--- src/ble_beacon_parse_and_track_macros.svh ---
// Assertion macros shared by the beacon tracker RTL.
// No dependencies; included by the modules that carry assertions.
`ifndef BLE_BEACON_PARSE_AND_TRACK_MACROS_SVH
`define BLE_BEACON_PARSE_AND_TRACK_MACROS_SVH

// Same-cycle implication, disabled while reset is high.
`define BBPT_ASSERT_SAME(label, clk, rst, ante, cons, msg) \
   label: assert property (@(posedge clk) disable iff (rst) (ante) |-> (cons)) \
      else $error(msg);

// Next-cycle implication, disabled while reset is high.
`define BBPT_ASSERT_NEXT(label, clk, rst, ante, cons, msg) \
   label: assert property (@(posedge clk) disable iff (rst) (ante) |=> (cons)) \
      else $error(msg);

`endif

--- src/bbpt_pkg.sv ---
// Types and constants for the BLE beacon parser and device tracker.
// No dependencies; used by bbpt_parse, bbpt_table and the top level.
package bbpt_pkg;

   // Beacon signature bytes and minimum lengths
   localparam logic [7:0] IB_BYTE0   = 8'h4C;
   localparam logic [7:0] IB_BYTE1   = 8'h00;
   localparam logic [7:0] IB_BYTE2   = 8'h02;
   localparam logic [7:0] IB_BYTE3   = 8'h15;
   localparam logic [7:0] AB_BYTE2   = 8'hBE;
   localparam logic [7:0] AB_BYTE3   = 8'hAC;
   localparam logic [7:0] IB_MIN_LEN = 8'd25;
   localparam logic [7:0] AB_MIN_LEN = 8'd24;

   localparam int SLOT_WIDTH = 6;
   typedef logic [SLOT_WIDTH-1:0] slot_type;

   typedef enum logic [1:0] {
      ACT_UPDATE  = 2'd0,
      ACT_INSERT  = 2'd1,
      ACT_REPLACE = 2'd2,
      ACT_DROP    = 2'd3
   } action_type;

   typedef enum logic {
      KIND_IBEACON   = 1'b0,
      KIND_ALTBEACON = 1'b1
   } kind_type;

   typedef enum logic [1:0] {
      ST_IDLE,
      ST_SCAN,
      ST_DECIDE,
      ST_HOLD
   } state_type;

   // Table key and stored entry
   typedef struct packed {
      logic [47:0] addr;
      logic [31:0] seen;
   } key_type;

   // Decoded beacon fields carried to the result
   typedef struct packed {
      kind_type           kind;
      logic [63:0]        uuid_high;
      logic [63:0]        uuid_low;
      logic [15:0]        major_id;
      logic [15:0]        minor_id;
      logic signed [7:0]  power_1m;
      logic signed [7:0]  rssi;
   } beacon_type;

   // Table engine status towards the top level
   typedef struct packed {
      logic       idle;
      logic       done;
      action_type action;
      slot_type   slot;
   } table_status_type;

endpackage

--- src/bbpt_parse.sv ---
// Advert classifier: recognises iBeacon / AltBeacon and captures the fields.
// Depends on bbpt_pkg.
module bbpt_parse (
   input  logic                 clock,
   input  logic                 load,
   input  logic [63:0]          mfg_head,
   input  logic [63:0]          mfg_mid,
   input  logic [63:0]          mfg_tail,
   input  logic [7:0]           mfg_byte24,
   input  logic [7:0]           mfg_length,
   input  logic [47:0]          device_addr,
   input  logic signed [7:0]    signal_rssi,
   input  logic [31:0]          seen_time,
   output logic                 is_beacon,
   output bbpt_pkg::beacon_type beacon_ff,
   output bbpt_pkg::key_type    key_ff
);

   logic                 is_ibeacon;
   logic                 is_altbeacon;
   logic                 has_tx;
   bbpt_pkg::beacon_type beacon_in;
   bbpt_pkg::key_type    key_in;

   always_comb begin
      is_ibeacon = (mfg_length >= bbpt_pkg::IB_MIN_LEN)
                   && (mfg_head[63:56] == bbpt_pkg::IB_BYTE0)
                   && (mfg_head[55:48] == bbpt_pkg::IB_BYTE1)
                   && (mfg_head[47:40] == bbpt_pkg::IB_BYTE2)
                   && (mfg_head[39:32] == bbpt_pkg::IB_BYTE3);
      is_altbeacon = (mfg_length >= bbpt_pkg::AB_MIN_LEN)
                     && (mfg_head[47:40] == bbpt_pkg::AB_BYTE2)
                     && (mfg_head[39:32] == bbpt_pkg::AB_BYTE3);
      is_beacon = is_ibeacon || is_altbeacon;
      // tx byte present only with the full 25 bytes
      has_tx = mfg_length >= bbpt_pkg::IB_MIN_LEN;

      beacon_in.kind      = is_ibeacon ? bbpt_pkg::KIND_IBEACON : bbpt_pkg::KIND_ALTBEACON;
      beacon_in.uuid_high = {mfg_head[31:0], mfg_mid[63:32]};
      beacon_in.uuid_low  = {mfg_mid[31:0], mfg_tail[63:32]};
      beacon_in.major_id  = mfg_tail[31:16];
      beacon_in.minor_id  = mfg_tail[15:0];
      beacon_in.power_1m  = has_tx ? signed'(mfg_byte24) : 8'sd0;
      beacon_in.rssi      = signal_rssi;

      key_in.addr = device_addr;
      key_in.seen = seen_time;
   end

   always_ff @(posedge clock) begin
      if (load) begin
         beacon_ff <= beacon_in;
         key_ff    <= key_in;
      end
   end

endmodule

--- config.mk ---
export PLATFORM = sky130hd
export DESIGN_NAME = bbpt_parse
export DESIGN_NICKNAME = d
export VERILOG_FILES = /design/src/ble_beacon_parse_and_track_macros.svh /design/src/bbpt_pkg.sv /design/src/bbpt_parse.sv
export SDC_FILE = /design/constraint.sdc
export NUM_CORES = 1
export LEC_CHECK = 0
export ABC_AREA = 1
export BUFFER_PORTS_ARGS = -buffer_cell sky130_fd_sc_hd__buf_2
export CELL_PAD_IN_SITES_DETAIL_PLACEMENT = 0
export CELL_PAD_IN_SITES_GLOBAL_PLACEMENT = 1
export CORE_AREA = 2 2 215 217
export CTS_CLUSTER_DIAMETER = 150
export DETAILED_ROUTE_END_ITERATION = 8
export DIE_AREA = 0 0 217 219
export PLACE_DENSITY_LB_ADDON = 0.12
export SLEW_MARGIN = 15
export SYNTH_ARGS = -nofsm -noshare
export SYNTH_HDL_FRONTEND = slang
export SYNTH_SLANG_ARGS = --single-unit
export TNS_END_PERCENT = 5
--- constraint.sdc ---
create_clock -name clock -period 0.9 [get_ports clock]
set_clock_uncertainty 0.15 [all_clocks]
set_input_delay 0.135 -clock clock [delete_from_list [all_inputs] [get_ports clock]]
set_output_delay 0.135 -clock clock [all_outputs]
set_load 0.01 [all_outputs]
==> key figures, run 1 <==
GRT
  – GRT overflow: 0
  – First-pass GRT wire length: between 40000 and 50000 µm
  – Largest net degree at the start of global routing: 23
  – Vias in the first global route: 6825
  – GRT Util Overall: 0.116
  – Initial antenna violation count: 4

Worst setup path
  – CP Class: reg2out
  – CP Launch Type: flip-flop
  – WP buf/inv: 1
  – Crit-path max cell delay: 0.43 ns
  – Slowest cell on crit path: edfxtp_1
  – Type of destination of the critical path: primary output
  – Crit path DAT: 1.14 ns
  – CP top delay family: flip-flops
  – CP max FO: 1
  – Worst endpoint required time: 0.61 ns
  – CP Cell Sequence: buf_6

Flow run
  – Maxcap violations: 0

STA
  – PnR worst setup slack: -0.522 ns
  – Worst-Margin Slew: 0.300 ns
  – Part of the cycle the worst path needs: 1.58
  – Final Hold Viols: 91
  – Achievable Freq: 703 MHz
  – Slew Limit Fails: 0
  – RSZ-0062 raised after global routing: yes
  – # setup viols final: around 260
  – WHS: -0.145 ns
  – Fin crit period: 1.42 ns
  – Slew headroom: 0.800

Placement
  – Dpl hpwl: 22500 µm
  – Gpl congestion: about 0.73
  – Placed Instances: 1547
  – IO buf count: between 500 and 600

Finish
  – Final net count: about 1500
  – Reg area: 0.00772 mm²
  – Fillers: 4545
  – Post-route insts no fill: ~1900
  – Area of the multi-input gates: 243 µm²
  – Layout area overhead: 94.7%
  – Share of layout cells above drive strength 1: 0.516

Synthesis
  – Yosys top cell area share: 0.953
  – Ys async rst share: 0
  – Compound-Gate Fraction of Synth Area: 0
  – Net Count, Synth: ~650
  – Flops & latches, synth: 257
  – Predominant post-synthesis flop cell: edfxtp_1
  – Multiplexer share of the synthesized area: 0
  – Library cells used by synthesis: 11
  – Top cell type by total area after synthesis: edfxtp_1
  – Synth cell count leaders: 257 x edfxtp_1, 36 x inv_1, 26 x nand2_1
  – Mapped cell area: 0.00810 mm²
  – Gate Count Post-Synth: 353
  – Most common cell in the netlist: edfxtp_1
  – Synth Area in Simple Gates: 0.0294
  – Area contributors post-synth: edfxtp_1 95%, inv_1 1.7%, nand2_1 1.2%
  – Xor and xnor fraction of the mapped netlist area: 0
  – Number of synthesized flops with an enable pin: between 200 and 300
  – Avg Cell Area, Syn: 22.9 µm²
  – Adder-cell share of the synthesized area: 0
  – Largest family of logic cells by synthesized area: simple AND/OR/NAND/NOR gates
  – Syn. warnings: 0
  – Seq/Total Area, Yosys: 0.953

CTS
  – Num CTS Buffers: 31
  – Clock sink total: 257
  – Clock root buffer: clkbuf_16
  – Reg clk slew, reported paths: 0.06 ns
  – Clk buf depth: 3
  – CTS tree: yes
  – H-Tree Depth: 1
  – Hold buffer count at CTS: 256

Route
  – Post-route DRC: 0
  – Routed WL: 29300 µm
  – Vias per cell: 3.49
  – TritonRoute pass-1 iters: 4
  – Drt initial violations: 236
  – Routed length per instance: around 16 µm
  – Vias: ~6500
  – Antenna Violating Nets Remaining: 0

Floorplanning
  – Chip height: 219 µm
  – Initial Util: 0.180
  – Die W: around 220 µm
  – Placeable core area: 0.0451 mm²
  – Die ar.: between 0.04 and 0.05 mm²
  – Row count: 78
  – IO Count: about 560

Pwr
  – Max IR drop VDD: 1240 µV
  – Pleak: 6.86 nW
  – PwrDens: 1970 mW/mm²

Worst hold path
  – Hold crit path type: in2reg

Outcome
  – Failing checks: negative hold slack, negative setup slack
  – Status: finished with violations
-- registers in the layout, summed over array words and instances, names as in the netlist --
register,flops
key_ff,80
beacon_ff,177
-- repair_timing --
item                                   CTS  global route
buffers inserted                         0             0
pin swaps                                1             0
resized for setup                        6             8
endpoints found under the hold margin  485           118
setup endpoints to repair              258           258
-- worst paths after layout --
path | startpoint | endpoint | slack (ns) | cells after the start
worst max-delay path | beacon_ff[11] | beacon_ff[11] | -0.52 | 1
worst min-delay path | mfg_length[3] | beacon_ff[176] | -0.14 | 4
-- metrics by stage --
stage	total power, mW	area, µm²	worst slack [ns]	TNS, ns	utilization
2_1_floorplan	15.3	8100	-0.0463	-0.434	-
3_3_place_gp	17.5	12100	-0.382	-40.34	0.268
5_1_grt	32.5	15800	-0.574	-130.65	0.350
3_5_place_dp	17.5	12100	-0.395	-39.72	0.268
4_1_cts	31.7	15700	-0.582	-128.53	0.349
6_report	31.1	15800	-0.522	-115.78	0.350
-- worst min-delay path, stage by stage --
cell and delay [ns]:
buf_2 0.11, nand3_1 0.08, nand2_2 0.07, nand3_2 0.06
-- power breakdown --
| part | internal [mW] | switching, mW | leakage, nW | total [mW] |
|---|---|---|---|---|
| clock | 8.01 | 4.96 | 0.530 | 13.0 |
| sequential | 14.2 | 0.206 | 2.52 | 14.4 |
| combinational | 2.02 | 1.69 | 3.81 | 3.71 |
| total | 24.3 | 6.86 | 6.86 | 31.1 |
-- per-layer routing --
layer,GRT usage,part of all wire
met5,0,0.00031
met4,0.0390,0.022
met3,0.0381,0.093
met2,0.217,0.53
met1,0.120,0.35
-- cell usage in the layout, fill, tap and decap left out --
cell type      count
clkbuf_1           4
nand2_1           26
diode_2            2
buf_12            12
buf_8              1
bufinv_16          6
nor2_1            21
edfxtp_1         257
buf_2            545
clkinv_1           4
clkinv_4           1
nand3_1            4
buf_4             27
nor2_2             3
nand2_2            1
buf_6              9
nand4_1            1
nand3_2            1
nor3_1             1
inv_6              2
dlygate4sd3_1    256
inv_2              2
clkinv_2          10
clkbuf_16         31
inv_1             36
-- kinds of logic (layout without fill, tap and decap cells) --
family | Yosys count | count (layout)
and+or+nand+nor | 58 | 58
DFF | 257 | 257
other | 0 | 2
buffers and inverters | 38 | 946
-- area by class of cell --
type | count | share of cell area
Antenna cell | 2 | 0.000317
Tap cell | 600 | 0.0476
Sequential cell | 257 | 0.489
Timing Repair Buffer | 850 | 0.371
Inverter | 38 | 0.00904
Clock inverter | 23 | 0.0172
Multi-Input combinational cell | 58 | 0.0154
Clock buffer | 35 | 0.0501
No activity file was read; power rests on OpenSTA's default activity.
==> run 2, diff against run 1 <==
--- a/config.mk
+++ b/config.mk
@@ -13,7 +13,9 @@
 export CTS_CLUSTER_DIAMETER = 150
 export DETAILED_ROUTE_END_ITERATION = 8
 export DIE_AREA = 0 0 217 219
+export HOLD_SLACK_MARGIN = 0.1
 export PLACE_DENSITY_LB_ADDON = 0.12
+export SKIP_CTS_REPAIR_TIMING = 1
 export SLEW_MARGIN = 15
 export SYNTH_ARGS = -nofsm -noshare
 export SYNTH_HDL_FRONTEND = slang
==> key figures, run 2 (same netlist as run 1, synthesis figures left out) <==
Route
  – TritonRoute pass-1 iters: 4 (unchanged)
  – Vias: 6502 (was 6496)
  – Routed WL: 29400 µm (was 29300 µm)
  – Vias per cell: 3.49 (about the same)
  – Routed length per instance: 15.8 µm (about the same)
  – Drt initial violations: 239 (was 236)
  – Post-route DRC: 0 (unchanged)
  – Antenna Violating Nets Remaining: 0 (unchanged)

Floorplanning
  – Row count: 78 (unchanged)
  – IO Count: 556 (unchanged)
  – Die ar.: 0.0475 mm² (unchanged)
  – Chip height: 219 µm (unchanged)
  – Initial Util: 0.180 (unchanged)
  – Placeable core area: 0.0451 mm² (unchanged)
  – Die W: 217 µm (unchanged)

Placement
  – Gpl congestion: 0.733 (unchanged)
  – DP Area: 0.0121 mm² (unchanged)
  – Dpl hpwl: 22500 µm (unchanged)
  – Placed Instances: 1547 (unchanged)
  – IO buf count: 555 (unchanged)

CTS
  – Clock sink total: 257 (unchanged)
  – Reg clk slew, reported paths: 0.06 ns (about the same)
  – Clk buf depth: 3 (unchanged)
  – CTS tree: yes (unchanged)
  – Clock root buffer: clkbuf_16 (unchanged)
  – H-Tree Depth: 1 (unchanged)
  – Num CTS Buffers: 31 (unchanged)

Worst setup path
  – CP Launch Type: flip-flop (unchanged)
  – Type of destination of the critical path: primary output (unchanged)
  – Crit-path max cell delay: 0.43 ns (about the same)
  – CP max FO: 1 (unchanged)
  – WP buf/inv: 1 (unchanged)
  – CP Class: reg2out (unchanged)
  – Worst endpoint required time: 0.61 ns (about the same)
  – CP top delay family: flip-flops (unchanged)
  – Slowest cell on crit path: edfxtp_1 (unchanged)
  – Crit path DAT: 1.14 ns (about the same)
  – CP Cell Sequence: buf_6 (unchanged)

Finish
  – Post-route insts no fill: 1861 (was 1863)
  – Most frequent cells in the layout: 545 x buf_2, 257 x edfxtp_1, 256 x dlygate4sd3_1 (unchanged)
  – Biggest register: beacon_ff (unchanged)
  – Final net count: 1534 (unchanged)
  – Number of flip-flops under the largest register name: 177 (unchanged)
  – Share of layout cells above drive strength 1: 0.516 (unchanged)
  – Finished Core Util: 0.350 (about the same)
  – Final Cell Area: 0.0158 mm² (about the same)
  – Layout area overhead: 94.7% (about the same)
  – Top Registers: beacon_ff x177, key_ff x80 (unchanged)
  – Most common cell after layout, fill and taps aside: buf_2 (unchanged)
  – ANT cells: 0 (was 2)

Flow run
  – Maxcap violations: 0 (unchanged)

STA
  – Achievable Freq: 700 MHz (was 703 MHz)
  – WHS: -0.146 ns (was -0.145 ns)
  – Fin crit period: 1.43 ns (was 1.42 ns)
  – Slew Limit Fails: 0 (unchanged)
  – PnR worst setup slack: -0.528 ns (was -0.522 ns)
  – Part of the cycle the worst path needs: 1.59 (was 1.58)
  – # setup viols final: 258 (unchanged)
  – Worst-Margin Slew: 0.303 ns (was 0.300 ns)
  – Slew headroom: 0.798 (was 0.800)
  – TNS Setup: -115.73 ns (was -115.78 ns)
  – Final Hold Viols: 80 (was 91)
  – RSZ-0062 raised after global routing: yes (unchanged)

GRT
  – Initial antenna violation count: 2 (was 4)
  – GRT Util Overall: 0.109 (was 0.116)
  – Largest net degree at the start of global routing: 23 (unchanged)
  – Vias in the first global route: 5486 (was 6825)
  – First-pass GRT wire length: 37100 µm (was 41100 µm)
  – GRT overflow: 0 (unchanged)

Pwr
  – PwrDens: 1980 mW/mm² (was 1970 mW/mm²)
  – Final Power: 31.1 mW (about the same)
  – Pleak: 6.86 nW (about the same)
  – Max IR drop VDD: 1240 µV (about the same)

Outcome
  – Status: finished with violations (unchanged)
  – Failing checks: negative hold slack, negative setup slack (unchanged)

Worst hold path
  – Hold crit path type: in2reg (unchanged)
-- run 2: cell count changes in the layout (fill, tap and decap cells not counted), sizes merged --
cell,previous run,this run
diode,2,0
-- run 2: final cells by class --
type	count	area (µm²)
fillers	4552	29300
flip-flops and latches	257	7720
repair buffers	850	5850
clock buffers	35	791
well taps	600	751
clock inverters	23	272
multi-input cells	58	243
inverters	38	143
-- run 2: worst paths after layout --
path              cells after the start  slack (ns)             end           from
setup / recovery                      1       -0.53   beacon_ff[11]  beacon_ff[11]
hold / removal                        4       -0.15  beacon_ff[176]  mfg_length[3]
-- run 2: layer usage --
layer	vias up	global-route usage	share of wire
met1	3042	0.111	0.36
li1	3098	-	-
met2	315	0.201	0.53
met5	-	0	0.00027
met3	45	0.0434	0.091
met4	2	0.0368	0.021
-- run 2: report_power, final --
group	total, mW	internal (mW)	switching [mW]
clock network	13.0	8.01	4.98
logic	3.71	2.02	1.69
registers	14.4	14.2	0.207
total	31.1	24.3	6.88
-- run 2: stage by stage --
stage / hold slack [ns] / setup slack, ns
floorplan: 0.0839 / -0.0463
detailed placement: 0.163 / -0.395
global route: -0.152 / -0.574
finish: -0.146 / -0.528
global placement: 0.161 / -0.382
CTS: -0.454 / -0.585
